===== src/rtl/pointer_freeze_pixel_effect_macros.svh =====
// Assertion macros for the RTL of the pointer freeze pixel effect.
`ifndef POINTER_FREEZE_PIXEL_EFFECT_MACROS_SVH
`define POINTER_FREEZE_PIXEL_EFFECT_MACROS_SVH
// Implication checked on every rising clock edge outside reset.
`define PFPE_ASSERT_IMP(label, clk, rst_n, ante, cons) \
    label: assert property (@(posedge clk) disable iff (!rst_n) (ante) |-> (cons)) \
        else $error("assertion failed");
// Next-cycle implication checked outside reset.
`define PFPE_ASSERT_NXT(label, clk, rst_n, ante, cons) \
    label: assert property (@(posedge clk) disable iff (!rst_n) (ante) |=> (cons)) \
        else $error("assertion failed");
`endif


===== src/rtl/pfpe_ram.sv =====
// Generic single-port-write, single-read RAM with registered read.
module pfpe_ram #(
    parameter int WIDTH = 8,
    parameter int DEPTH = 256
) (
    input  logic                     i_clk,
    input  logic                     i_we,
    input  logic [$clog2(DEPTH)-1:0] i_waddr,
    input  logic [WIDTH-1:0]         i_wdata,
    input  logic [$clog2(DEPTH)-1:0] i_raddr,
    output logic [WIDTH-1:0]         o_rdata
);
    logic [WIDTH-1:0] r_mem [DEPTH];
    always_ff @(posedge i_clk) begin
        if (i_we) r_mem[i_waddr] <= i_wdata;
        o_rdata <= r_mem[i_raddr];
    end
endmodule


===== config.mk =====
export PLATFORM = sky130hd
export DESIGN_NAME = pfpe_ram
export DESIGN_NICKNAME = d
export VERILOG_FILES = /design/src/rtl/pointer_freeze_pixel_effect_macros.svh /design/src/rtl/pfpe_ram.sv
export SDC_FILE = /design/constraint.sdc
export NUM_CORES = 2
export LEC_CHECK = 0
export BUFFER_PORTS_ARGS = -buffer_cell sky130_fd_sc_hd__buf_2
export CAP_MARGIN = 10
export CORE_MARGIN = 2
export CORE_UTILIZATION = 30
export CTS_BUF_LIST = sky130_fd_sc_hd__clkbuf_8
export DETAILED_ROUTE_END_ITERATION = 10
export HOLD_SLACK_MARGIN = 0.12
export PLACE_DENSITY = 0.42
export SYNTH_ARGS = -nofsm -noshare
export SYNTH_HDL_FRONTEND = slang
export SYNTH_SLANG_ARGS = --single-unit
export TNS_END_PERCENT = 30

===== constraint.sdc =====
create_clock -name i_clk -period 6.4 [get_ports i_clk]
set_clock_uncertainty 0.05 [all_clocks]
set_input_delay 0.96 -clock i_clk [delete_from_list [all_inputs] [get_ports i_clk]]
set_output_delay 0.96 -clock i_clk [all_outputs]
set_load 0.02 [all_outputs]

After elaboration in Yosys (flattened, before gate mapping)
Memories as Yosys holds them, arrays and structs flattened. A register that Yosys moved wholly into a read port is not among the register bits.
Cells that the tools add are included.
- muxes and demuxes: 2
- operators by type and width (operator ; number):
    two-way mux 1 bit ; 2
- word-level logic and storage cells: 3
- bits in writable memories: 2048
- register bits: 0
- input bits: 26
- output and inout bits: 8
- memories kept: 1
- memories (memory ; depth ; width ; rd ports ; clocked after memory_dff ; write ports ; RTL line ; text):
    r_mem ; 256 ; 8 ; 1 ; 1 ; 1 ; pfpe_ram.sv:13 ; logic [WIDTH-1:0] r_mem [DEPTH];

Longest topological paths before layout
- depth in word-level cells: 2
- mapped depth: 11
- gate-level depth less buffers: 6

Least setup slack after synthesis
Ideal clock, no wire load.
- path type: input to register
- start point: input port i_raddr[0]
- end point: register o_rdata[2], read port of r_mem
- arrival: 2.767 ns
- path slack: 3.452 ns
- required time: 6.219 ns
- setup time: 0.131 ns
- buffers on the path: 4
- cell stages on the path: 9
- cells stage by stage: buf_6 buf_12 buf_8 buf_2 mux4_2 a22oi_1 a21oi_1 nor4_1 nor4_2
- RTL lines (item ; RTL line ; text):
    start, declared ; pfpe_ram.sv:10 ; input logic [$clog2(DEPTH)-1:0] i_raddr,
    end, declared ; pfpe_ram.sv:11 ; output logic [WIDTH-1:0] o_rdata

==> flow_summary.yaml <==
final_layout:
  drive_above_1_share_pct: 24.7
  nets: 4028
  mostFrequentLayoutCell: "edfxtp_1"
  area_growth_pct: 13.5
  final_cell_mix: "2,048 x edfxtp_1, 454 x mux4_2, 365 x clkbuf_8"
worst_setup_path:
  cp_cell_sequence: "buf_4, clkinv_1, buf_4, nor2_4, buf_4, a22oi_1, a21oi_1, nor4_1, nor4_1"
  cp_common_cell: "buf_4"
  worstSetupPathType: "primary input to flop"
  crit_path_max_incr_delay_ns: 0.86
  cp_max_fo: 32
  crit_slowest_cell: "clkinv_1"
  required_ns: 7.19
  arrival_ns: 4.65
  crit_family: "buffers and inverters"
  start_kind: "primary input"
  endpoint_kind: "flop"
  crit_buf_inv: 4
die:
  dieArea_um2: 269000
  core_area_um2: 264000
  io_pins: 34
  fp.dieH_um: 519
  fp-row-count: 189
  die_w_um: 519
  start_util_pct: 30.1
sta:
  finalCritPeriodShare_pct: 60.2
  finalSetupViolCount: 0
  holdWs_ns: 0.364
  final-hold-violation-count: 0
  fin_crit_ns: 3.85
  finalSetupTns_ns: 0
  finalMaxSlewViolations: 0
  layout_setup_ws_ns: 2.55
  max_freq_mhz: 259
  relSlewSlack_pct: 19.5
  rsz0062_at_grt: "no"
  tightest_slew_ns: 1.20
run_status:
  outcome: "finished, final reports clean"
yosys:
  syn_avg_cell_area_um2: 21.3
  netlist_instances: 3733
  synth_nets: 3759
  yosys_warnings: 0
  yosysTopAreaCell: "edfxtp_1"
  ys_top_cells_by_area: "edfxtp_1 77%, mux4_2 13%, mux2i_1 1.7%"
  ys_ff_latch: 2056
  synth_seq_area_share_pct: 77.5
  yosys.area.top_type_share_pct: 77.3
  synthDistinctLibCells: 55
  synth_area_um2: 79600
global_route:
  grt_pass1_wl_um: 323000
  antenna_found_initial: 21
  grt_max_degree: 188
  grt_use_total_pct: 16.9
  overflow: 0
  grt_pass1_vias: 40800
route:
  via_per_inst: 4.97
  ant_nets: 0
  dr_total_vias: 38800
  first_pass_iters: 6
  drcViolationCount: 0
  drt_iter0_drc: 3624
  drt-total-wl_um: 231000
  wire_per_inst_um: 29.5
pwr:
  p_per_area_nw_per_um2: 302
  ir_drop_mv: 0.206
  leakage_nw: 27.7
clock_tree:
  cts_tree: "built"
  hold_buffers: 0
  cts_setup_buffers: 0
  cts_max_level: 5
  clk_pin_slew_worst_paths_ns: 0.06
  clock_latency_ns: 0.99
  cts_buffer_depth: 4
  ctsResizeCount: 0
  cts.sinks: 2056
  cts_made_buffers: 360
  clock-root-buffer: "clkbuf_8"
worst_hold_path:
  hold_class: "primary input to flop"
placed_design:
  dpl.hpwl_um: 137000
  port_buffers: 33
  pre_cts_slack_ns: 1.57
  gp_routability_congestion: 0.775
job:
  drv_cap: 0
-- registers in the layout, indices dropped and copies added, names as in the netlist --
signal and flops:
o_rdata 8, r_mem 2048
-- path summary, 6_finish.rpt --
| path | from | end | slack (ns) | cells after the start |
|---|---|---|---|---|
| worst max-delay path | i_raddr[2] | o_rdata[1] | 2.55 | 9 |
| worst min-delay path | i_wdata[7] | r_mem[81][7] | 0.36 | 1 |
| worst max register to register | r_mem[83][3] | o_rdata[3] | 3.31 | 6 |
| worst min register to register | r_mem[230][6] | o_rdata[6] | 1.03 | 5 |
-- power breakdown --
group	internal, mW	switching [mW]	leakage [nW]	total (mW)
Combinational	0.448	0.963	5.58	1.41
Clock	5.55	5.43	3.68	11.0
Sequential	14.9	0.0310	18.5	14.9
Total	20.9	6.42	27.7	27.3
-- worst register-to-register path, cell delays in order (launching register included) --
cell      delay (ns)
edfxtp_1        0.37
mux4_2          0.47
a22o_1          0.27
a221oi_1        0.65
o32ai_1         0.23
nor3_1          0.71
nor4_1          0.15
-- routing by layer --
layer	share of wire (%)	wire length, µm	up-vias	GRT usage [%]
met1	44	101000	21100	23.2
met3	4.9	11200	335	2.85
met2	49	113000	1110	28.0
met4	2.0	4660	0	3.80
met5	0	0	-	0
li1	-	-	16300	-
-- layout make-up --
class                           count  area (µm²)
Fill cell                       25200      174000
Clock inverter                    265        1320
Inverter                            2        7.51
Sequential cell                  2056       61700
Clock buffer                      365        5020
Timing Repair Buffer              140        1320
Multi-Input combinational cell   1442       16500
Tap cell                         3533        4420
Antenna cell                        7        17.5
-- kinds of logic after synthesis --
family	after synthesis	share of synthesized area, %
flops	2056	77.5
mux	591	14.6
compound gates	385	3.42
simple gates	466	2.63
buf+inv	235	1.83
-- through the flow --
step                      util [%]  area, µm²  cells  total power [mW]
after floorplan                  -      79600   3733              15.9
after global placement        31.8      83900   7172              16.6
after detailed placement      31.8      84000   7173              16.6
after CTS                     34.2      90300   7803              27.6
after global routing          34.2      90300   7807              28.3
final                         34.2      90300   7810              27.3
-- synth_stat cells (all sizes together) --
cell / instances
a2111oi: 5
a211oi: 16
a21boi: 1
a21oi: 96
a221oi: 14
a22o: 8
a22oi: 133
a311oi: 2
a31oi: 2
and2: 6
and3: 1
and3b: 2
buf: 122
clkbuf: 111
clkinv: 1
dfxtp: 8
edfxtp: 2048
inv: 1
mux2: 1
mux2i: 134
mux4: 456
nand2: 33
nand2b: 8
nand3: 34
nand3b: 2
nand4: 10
nor2: 282
nor2b: 31
nor3: 22
nor3b: 1
nor4: 27
nor4b: 1
o211ai: 10
o21ai: 12
o221ai: 47
o22a: 5
o22ai: 28
o311ai: 1
o32ai: 5
or2: 4
or2b: 1
or3b: 1
No activity file was read; power rests on OpenSTA's default activity.
