--- config.mk ---
export PLATFORM = sky130hd
export DESIGN_NAME = pfpe_div
export DESIGN_NICKNAME = d
export VERILOG_FILES = /design/src/rtl/pointer_freeze_pixel_effect_macros.svh /design/src/rtl/pfpe_div.sv
export SDC_FILE = /design/constraint.sdc
export NUM_CORES = 1
export LEC_CHECK = 0
export BUFFER_PORTS_ARGS = -buffer_cell sky130_fd_sc_hd__buf_4
export CAP_MARGIN = 15
export CORE_ASPECT_RATIO = 1.2
export CORE_UTILIZATION = 54
export DETAILED_ROUTE_END_ITERATION = 7
export MAX_ROUTING_LAYER = met4
export PLACE_DENSITY_LB_ADDON = 0.2
export SETUP_SLACK_MARGIN = 0.2
export SYNTH_ARGS = -nofsm -noshare
export SYNTH_HDL_FRONTEND = slang
export SYNTH_SLANG_ARGS = --single-unit
--- constraint.sdc ---
create_clock -name i_clk -period 2.69 [get_ports i_clk]
set_input_delay 0.269 -clock i_clk [delete_from_list [all_inputs] [get_ports i_clk]]
set_output_delay 0.269 -clock i_clk [all_outputs]
set_load 0.02 [all_outputs]
--- src/rtl/pointer_freeze_pixel_effect_macros.svh ---
// Assertion macros for the RTL of the pointer freeze pixel effect.
`ifndef POINTER_FREEZE_PIXEL_EFFECT_MACROS_SVH
`define POINTER_FREEZE_PIXEL_EFFECT_MACROS_SVH
// Implication checked on every rising clock edge outside reset.
`define PFPE_ASSERT_IMP(label, clk, rst_n, ante, cons) \
    label: assert property (@(posedge clk) disable iff (!rst_n) (ante) |-> (cons)) \
        else $error("assertion failed");
// Next-cycle implication checked outside reset.
`define PFPE_ASSERT_NXT(label, clk, rst_n, ante, cons) \
    label: assert property (@(posedge clk) disable iff (!rst_n) (ante) |=> (cons)) \
        else $error("assertion failed");
`endif

--- src/rtl/pfpe_div.sv ---
// Restoring divider: quotient of a 16-bit dividend by a 9-bit divisor.
module pfpe_div (
    input  logic        i_clk,
    input  logic        i_rst_n,
    input  logic        i_start,
    input  logic [15:0] i_num,
    input  logic [8:0]  i_den,
    output logic        o_done,
    output logic [15:0] o_quo
);
    logic [15:0] r_quo, n_quo;
    logic [9:0]  r_rem, n_rem;
    logic [8:0]  r_den;
    logic [4:0]  r_cnt;
    logic        r_busy;
    logic [9:0]  w_try;

    always_comb begin
        w_try = {r_rem[8:0], r_quo[15]};
        n_rem = w_try;
        n_quo = {r_quo[14:0], 1'b0};
        if (w_try >= {1'b0, r_den}) begin
            n_rem = w_try - {1'b0, r_den};
            n_quo[0] = 1'b1;
        end
    end

    always_ff @(posedge i_clk) begin
        if (!i_rst_n) begin
            r_busy <= 1'b0;
            r_cnt  <= '0;
            o_done <= 1'b0;
        end else begin
            o_done <= 1'b0;
            if (i_start) begin
                r_busy <= 1'b1;
                r_cnt  <= 5'd16;
            end else if (r_busy) begin
                r_cnt <= r_cnt - 5'd1;
                if (r_cnt == 5'd1) begin
                    r_busy <= 1'b0;
                    o_done <= 1'b1;
                end
            end
        end
    end

    always_ff @(posedge i_clk) begin
        if (i_start) begin
            r_quo <= i_num;
            r_rem <= '0;
            r_den <= i_den;
        end else if (r_busy) begin
            r_quo <= n_quo;
            r_rem <= n_rem;
        end
    end
    assign o_quo = r_quo;
endmodule

Word level (Yosys, flattened, before mapping). Cells that the tools add are included.

Word-level logic and storage cells: 26. Latch bits: 0. Input bits: 28. ROM bits: 0. Output and inout port bits: 17. Register bits: 41. Memories: 0. RAM bits: 0.

Eq/ne operators: 1. Shift-type cells: 0. Add/sub/neg operators: 2. Bitwise operators: 2. $mul: 0. $lt $le $gt $ge: 1. Divide/modulo/power cells: 0. Reduce and logical (&&, ||, !) cells: 3. Muxes and demuxes: 10.

Operators with widths (count): 16-bit 2-to-1 mux (2); 10-bit by 9-bit greater-or-equal comparator with 1-bit output (1); 5-bit 2-to-1 mux (2); 9-bit 2-to-1 mux (1); 9-bit subtractor (1); 5-bit by 1-bit equality test with 1-bit output (second input constant) (1); 1-bit 2-to-1 mux (5); 5-bit by 1-bit subtractor with 5-bit output (second input constant) (1); 3-bit OR reduction (1); 1-bit NOT (2); 2-bit nonzero test (1); 2-bit OR reduction (1).

Longest topological paths before layout. Gate-level depths: netlist of the first run.

Depth in word-level cells: 4. Depth in mapped cells: 10. Depth with buffers taken out: 9.

Worst setup path before layout of the first run. No wires, ideal clock.

Path kind: flip-flop to flip-flop. Start: reg r_quo[15], in the netlist o_quo[15]. End: reg r_rem[1]. Arrival time: 2.355 ns. Buffers on the path: 1. Library setup time: 0.139 ns. Stages on the path, launching flop included: 11. Data required time: 2.551 ns. Period minus slack after synthesis: 2.494 ns. Setup slack: 0.196 ns. Cells stage by stage: edfxtp_1 inv_1 ha_1 inv_1 fa_1 a211oi_4 o21ai_2 a211oi_4 buf_6 mux2i_1 a211oi_1.

Word-level cells in the longest chain between the ends: 2. Elaborated cells on any way between the ends: 3.

RTL lines: start: declaration (line pfpe_div.sv:11) `logic [15:0] r_quo, n_quo;`; start signal: assignment (line pfpe_div.sv:50) `r_quo <= i_num;`; start signal: assignment (line pfpe_div.sv:54) `r_quo <= n_quo;`; 9-bit subtractor or 10-bit by 9-bit greater-or-equal comparator with 1-bit output (tied branches) (line pfpe_div.sv:23, pfpe_div.sv:22); 9-bit 2-to-1 mux * (line pfpe_div.sv:22) `if (w_try >= {1'b0, r_den}) begin`; end signal: assignment (line pfpe_div.sv:55) `r_rem <= n_rem;`; end: declaration (line pfpe_div.sv:12) `logic [9:0] r_rem, n_rem;`.

Every way passes the cells marked *; elsewhere a longest branch is shown, timed or not. A chain may end at the register's enable or synchronous reset.

Final worst setup path of the first run.
Start: reg r_quo[15], in the netlist o_quo[15]. End: reg r_rem[0].

Same word-level chain as after synthesis.

==> results of run 1 <==
-- final cells by class --
type                    count  area share [%]
clock buffers               5            2.62
multi-input cells         120            37.0
clock inverters             3           0.667
flip-flops and latches     41            40.8
inverters                  16            2.29
well taps                  52            2.48
repair buffers             49            14.1
-- logic make-up after synthesis --
family                   share of synthesized area [%]
XOR/XNOR                                          3.27
flip-flops                                        50.1
adder cells (fa/ha/maj)                           7.37
AO/OA/AOI/OAI                                     13.2
AND/OR/NAND/NOR                                   11.2
multiplexers                                      10.2
buffers and inverters                             4.62
-- repair_timing --
item	CTS	global route
hold buffers	0	0
endpoints found under the hold margin	0	0
pin swaps	0	2
resized for setup	1	1
setup buffers	0	1
setup endpoints to repair	1	5
-- how the worst min path moves through the flow --
stage / to / slack, ns
after floorplan: r_den[0] / 0.37
after global placement: r_den[5] / 0.45
after detailed placement: r_den[3] / 0.45
after CTS: r_den[3] / 0.15
after global routing: r_den[3] / 0.14
final: r_den[3] / 0.15
-- worst reg2reg max path: cells and delay by family, from the launching register on --
kind / cells / cell delay, ns
compound gates: 4 / 1.00
fa+ha+maj: 2 / 0.53
flops: 1 / 0.41
buf+inv: 3 / 0.33
simple gates: 1 / 0.05
-- metrics by stage --
step / util [%] / hold WS [ns] / worst slack, ns
floorplan: - / 0.368 / 0.228
global placement: 67.8 / 0.447 / 0.313
detailed placement: 67.8 / 0.448 / 0.243
CTS: 70.2 / 0.145 / 0.273
global route: 70.5 / 0.138 / 0.200
finish: 70.5 / 0.149 / 0.277
-- layer usage --
metal / GRT usage (%) / vias up / share of wire [%]
met1: 26.2 / 718 / 42
met5: - / - / 0
met3: 5.12 / 6 / 3.6
met4: 6.35 / 0 / 1.2
li1: - / 780 / -
met2: 41.7 / 35 / 53
-- power groups by stage --
stage                     logic [W]  registers (W)  clock network, W
final                      0.000442       0.000772          0.000396
after global routing       0.000482       0.000779          0.000428
after CTS                  0.000434       0.000772          0.000401
after detailed placement   0.000432       0.000785                 0
after global placement     0.000414       0.000781                 0
after floorplan            0.000269       0.000809                 0
-- state kept, by name, summed over array words and instances (netlist names) --
| register | count |
|---|---|
| o_quo | 16 |
| o_done | 1 |
| r_cnt | 5 |
| r_rem | 9 |
| r_den | 9 |
| r_busy | 1 |
-- placed cells by master, fill, tap and decap left out, types with 3 or more instances in the layout --
cell      count
dfxtp_1      16
mux2_2       15
a21oi_1       6
xor2_1        5
mux2i_1       5
nor2_1       14
inv_1        16
nand2_1       9
a211oi_1      6
ha_1         11
buf_4        48
nand3_1       6
a311oi_1      4
edfxtp_1     25
clkbuf_8      5
xnor2_1       3
-- cell usage after synthesis, types with 2 or more instances --
| cell | count | area (µm²) |
|---|---|---|
| edfxtp_1 | 25 | 751 |
| dfxtp_1 | 16 | 320 |
| inv_1 | 16 | 60.1 |
| mux2_2 | 15 | 169 |
| nor2_1 | 14 | 52.6 |
| ha_1 | 11 | 138 |
| nand2_1 | 9 | 33.8 |
| a211oi_1 | 6 | 45.0 |
| a21oi_1 | 6 | 30.0 |
| nand3_1 | 6 | 30.0 |
| clkbuf_1 | 5 | 18.8 |
| mux2i_1 | 5 | 50.1 |
| xor2_1 | 5 | 43.8 |
| a311oi_1 | 4 | 35.0 |
| xnor2_1 | 3 | 26.3 |
| a211o_1 | 2 | 17.5 |
| a211oi_4 | 2 | 40.0 |
| a21o_1 | 2 | 15.0 |
| nand2b_1 | 2 | 12.5 |
| nor2b_1 | 2 | 12.5 |
| nor4_1 | 2 | 12.5 |
| nor4b_1 | 2 | 17.5 |
| o211ai_1 | 2 | 15.0 |
==> results_dict.tcl, run 1 <==
set metrics [dict create \
    status "finished clean" \
    required_ns 2.87 \
    dr.pass1.iters 4 \
    path_class "reg2reg" \
    swShare_pct 30.4 \
    layout.cells.non_filler 286 \
    clockPowerShare_pct 24.6 \
    cap_viol_max_count 0 \
    holdCritStartpoint "i_den[3]" \
    fp.dieW_um 59.5 \
    period_needed_ns 2.41 \
    crit_path_start "o_quo[15]" \
    grt_max_degree 33 \
    grtUsageTotal_pct 23.6 \
    cp_num_cells 10 \
    synth.distinct_cells 46 \
    cp_num_buf_inv 3 \
    crit_slowest_cell "edfxtp_1" \
    drc 0 \
    p_int_w 0.00112 \
    via_per_inst 5.38 \
    min_path_type "in2reg" \
    nFillCells 300 \
    hold_path_depth 1 \
    dieHeight_um 71.0 \
    synth_edf_count 25 \
    dp.cells 277 \
    diodes 0 \
    r2r-start "o_quo[15]" \
    fmax_mhz 414 \
    die-area_mm2 0.00422 \
    hpwl_um 3270 \
    vdd_drop_max_v 0.000423 \
    power_density_mw_per_mm2 613 \
    endpoint "r_rem[0]" \
    drive_above_1_share_pct 33.8 \
    synth.yosys.seq_area_share_pct 50.1 \
    relSlewSlack_pct 54.3 \
    cpLargestDelayFamily "compound AO/OA/AOI/OAI gates" \
    cts_buffers 5 \
    drt-wirelength-per-cell_um 15.1 \
    place_area_mm2 0.00253 \
    setup_viol 0 \
    cp_cell_sequence "inv_1 > ha_1 > inv_1 > fa_2 > a211oi_4 > o21ai_2 > a211oi_4 > buf_4 > nor4_1 > a311o_1" \
    finalSetupTns_ns 0 \
    cts.clk_slew.worst_paths_ns 0.08 \
    grt_pass1_vias 1606 \
    min_period_over_period_pct 89.7 \
    seq_power_share_pct 48.0 \
    area_growth_pct 22.7 \
    fin_skew_ns 0.00435 \
    synth_area_mm2 0.00214 \
    seq_area_mm2 0.00107 \
    rr_endpoint "r_rem[0]" \
    finalHoldViolations 0 \
    antenna_found_initial 0 \
    p_comb_share_pct 27.4 \
    maxSlewViolCount 0 \
    startpoint_type "flip-flop" \
    synth_seq_cells 41 \
    num-nets-final 273 \
    p_sw_w 0.000490 \
    grt_overflow 0 \
    routed_wl_um 4310 \
    cts_tree "built" \
    portBuffers 44 \
    multiInputGateArea_um2 972 \
    fin_area_mm2 0.00263 \
    avgSynthCellArea_um2 11.6 \
    vias 1539 \
    core_mm2 0.00372 \
    gp_congestion 0.926 \
    ys.flop_type "edfxtp_1" \
    tightest_slew_ns 0.683 \
    path_max_fanout 6 \
    clock_latency_ns 0.29 \
    total_power_w 0.00161 \
    std_cell_rows 24 \
    async_reset_ff_share_pct 0 \
    grt_pass1_wl_um 7270 \
    detail-route-antenna-nets 0 \
    end_kind "flip-flop" \
    yosys_warnings 0 \
    rsz0062_at_grt "false" \
    htree_levels 2 \
    syn-num-nets 225 \
    drt_iter0_markers 90 \
    leakage_nw 1.11 \
    cts-root-buf "clkbuf_8" \
    cts.sinks 41 \
    cp_data_arrival_time_ns 2.59 \
    io_pins 45 \
    r2r_setup_slack_ns 0.28 \
    synthesis.instances 185 \
    cpPeakStageDelay_ns 0.41 \
    clock_path_buffers 2 \
    initial_core_util_pct 57.5 \
    r2r_cells 10 \
]
(Power assumes the default switching activity.)
==> inputs of run 2 (changes only) <==
- RECOVER_POWER: default -> 50
==> run 2 against run 1 <==
Net effect: the flow now finishes with violations (max-capacitance violations, max-slew violations); die area is the same; register-to-register slack lost 0.05 ns; worst setup slack lost 0.048 ns; clock power is essentially flat; core utilization shrank 0.81 points; cell count is the same; flip-flop and latch count is the same; global-route usage is the same; first-iteration DRC count shrank 13%; critical path depth is the same; critical path type unchanged; largest cell class unchanged.
==> results_dict.tcl, run 2 (synthesis results as in run 1) <==
set metrics [dict create \
    crit_path_start "o_quo[15]" \
    rsz0062_at_grt "false" \
    fmax_mhz 406 \
    path_class "reg2reg" \
    cts_tree "built" \
    maxSlewViolCount 33 \
    relSlewSlack_pct -6.17 \
    cpPeakStageDelay_ns 0.41 \
    grt_overflow 0 \
    diodes 0 \
    via_per_inst 5.38 \
    vdd_drop_max_v 0.000424 \
    min_path_type "in2reg" \
    dieHeight_um 71.0 \
    power_density_mw_per_mm2 618 \
    nFillCells 300 \
    drc 0 \
    r2r-start "o_quo[15]" \
    cts_buffers 5 \
    fin_ws_ns 0.228 \
    cts.clk_slew.worst_paths_ns 0.08 \
    p_comb_share_pct 27.1 \
    holdCritStartpoint "i_den[3]" \
    r2r_setup_slack_ns 0.23 \
    fp.dieW_um 59.5 \
    routed_wl_um 4310 \
    drive_above_1_share_pct 30.3 \
    required_ns 2.87 \
    portBuffers 44 \
    initial_core_util_pct 57.5 \
    clockPowerShare_pct 24.8 \
    std_cell_rows 24 \
    path_max_fanout 6 \
    antenna_found_initial 0 \
    layout_commonest_cell "buf_4" \
    hold_path_end "r_den[3]" \
    io_pins 45 \
    p_sw_w 0.000490 \
    leakage_nw 1.08 \
    violations "max-capacitance violations, max-slew violations" \
    multiInputGateArea_um2 972 \
    detail-route-antenna-nets 0 \
    gp_congestion 0.926 \
    finalHoldViolations 0 \
    clock_path_buffers 2 \
    period_needed_ns 2.46 \
    num-nets-final 273 \
    rr_endpoint "r_rem[0]" \
    core_mm2 0.00372 \
    fin_skew_ns 0.00438 \
    hpwl_um 3270 \
    cts.sinks 41 \
    setup_viol 0 \
    area_growth_pct 21.3 \
    drt_iter0_markers 78 \
    drt-wirelength-per-cell_um 15.1 \
    cts-root-buf "clkbuf_8" \
    grtUsageTotal_pct 23.6 \
    cp_data_arrival_time_ns 2.64 \
    clock_latency_ns 0.29 \
    vias 1539 \
    grt_pass1_wl_um 7270 \
    tightest_slew_ns 1.59 \
    p_int_w 0.00111 \
    startpoint_type "flip-flop" \
    min_period_over_period_pct 91.5 \
    cp_cell_sequence "inv_1 > ha_1 > inv_1 > fa_2 > a211oi_4 > o21ai_2 > a211oi_4 > buf_4 > nor4_1 > a311o_1" \
    grt_max_degree 33 \
    die-area_mm2 0.00422 \
    mostFrequentLayoutCells "buf_4 (31), edfxtp_1 (25), inv_1 (16), dfxtp_1 (16), mux2_2 (15)" \
    r2r_cells 10 \
    finalSetupTns_ns 0 \
    crit_slowest_cell "edfxtp_1" \
    largest_register_ff_count 16 \
    status "finished with violations" \
    end_kind "flip-flop" \
    grt_pass1_vias 1606 \
    seq_area_mm2 0.00107 \
    total_power_w 0.00160 \
    hold_path_depth 1 \
    htree_levels 2 \
    pre_cts_ws_ns 0.243 \
    dr.pass1.iters 4 \
    seq_power_share_pct 48.2 \
    swShare_pct 30.6 \
    cap_viol_max_count 1 \
]
[run 2: cell count changes in the layout (fill, tap and decap cells not counted)]
cell	previous run	this run
buf_4	48	31
clkbuf_1	0	8
clkbuf_4	0	9
[run 2: worst max path at each step]
stage,to,slack (ns),depth (start not counted)
after floorplan,r_rem[1],0.23,10
after global placement,r_rem[0],0.31,10
after detailed placement,r_rem[0],0.24,10
after CTS,r_rem[0],0.27,10
after global routing,r_rem[0],0.14,10
final,r_rem[0],0.23,10
[run 2: per-stage QoR]
step / util, % / cell area [µm²] / hold slack, ns / cells
6_report: 69.7 / 2600 / 0.169 / 286
5_1_grt: 69.7 / 2600 / 0.161 / 286
4_1_cts: 70.2 / 2620 / 0.145 / 285
3_5_place_dp: 67.8 / 2530 / 0.448 / 277
3_3_place_gp: 67.8 / 2530 / 0.447 / 277
2_1_floorplan: - / 2140 / 0.368 / 185
[run 2: final cells by class]
| cell class | count | share of cell area, % |
|---|---|---|
| Clock buffer | 5 | 2.65 |
| Clock inverter | 3 | 0.675 |
| Inverter | 16 | 2.31 |
| Multi-Input combinational cell | 120 | 37.4 |
| Sequential cell | 41 | 41.3 |
| Tap cell | 52 | 2.51 |
| Timing Repair Buffer | 49 | 13.2 |
[run 2: timing repair]
item	in CTS	in global routing
buffers inserted	0	1
setup endpoints to repair	1	5
endpoints found under the hold margin	0	0
hold buffers	0	0
pin swaps	0	2
resized for setup	1	1
[run 2: routing by layer]
metal,vias up,share of wire [%],track usage [%]
li1,775,-,-
met1,721,42,26.2
met2,37,53,41.7
met3,6,3.8,5.12
met4,0,1.2,6.35
met5,-,0,-
[run 2: critical path, delay by kind of cell (launching register included)]
family	cells	cell delay [ns]
buffers and inverters	3	0.33
AOI/OAI and AO/OA	4	1.04
DFF	1	0.41
adders and majority gates	2	0.53
and+or+nand+nor	1	0.05
[run 2: power by group through the flow]
| stage | combinational [W] | sequential (W) | clock, W |
|---|---|---|---|
| floorplan | 0.000269 | 0.000809 | 0 |
| global placement | 0.000414 | 0.000781 | 0 |
| detailed placement | 0.000432 | 0.000785 | 0 |
| CTS | 0.000434 | 0.000772 | 0.000401 |
| global route | 0.000475 | 0.000779 | 0.000428 |
| finish | 0.000434 | 0.000772 | 0.000397 |
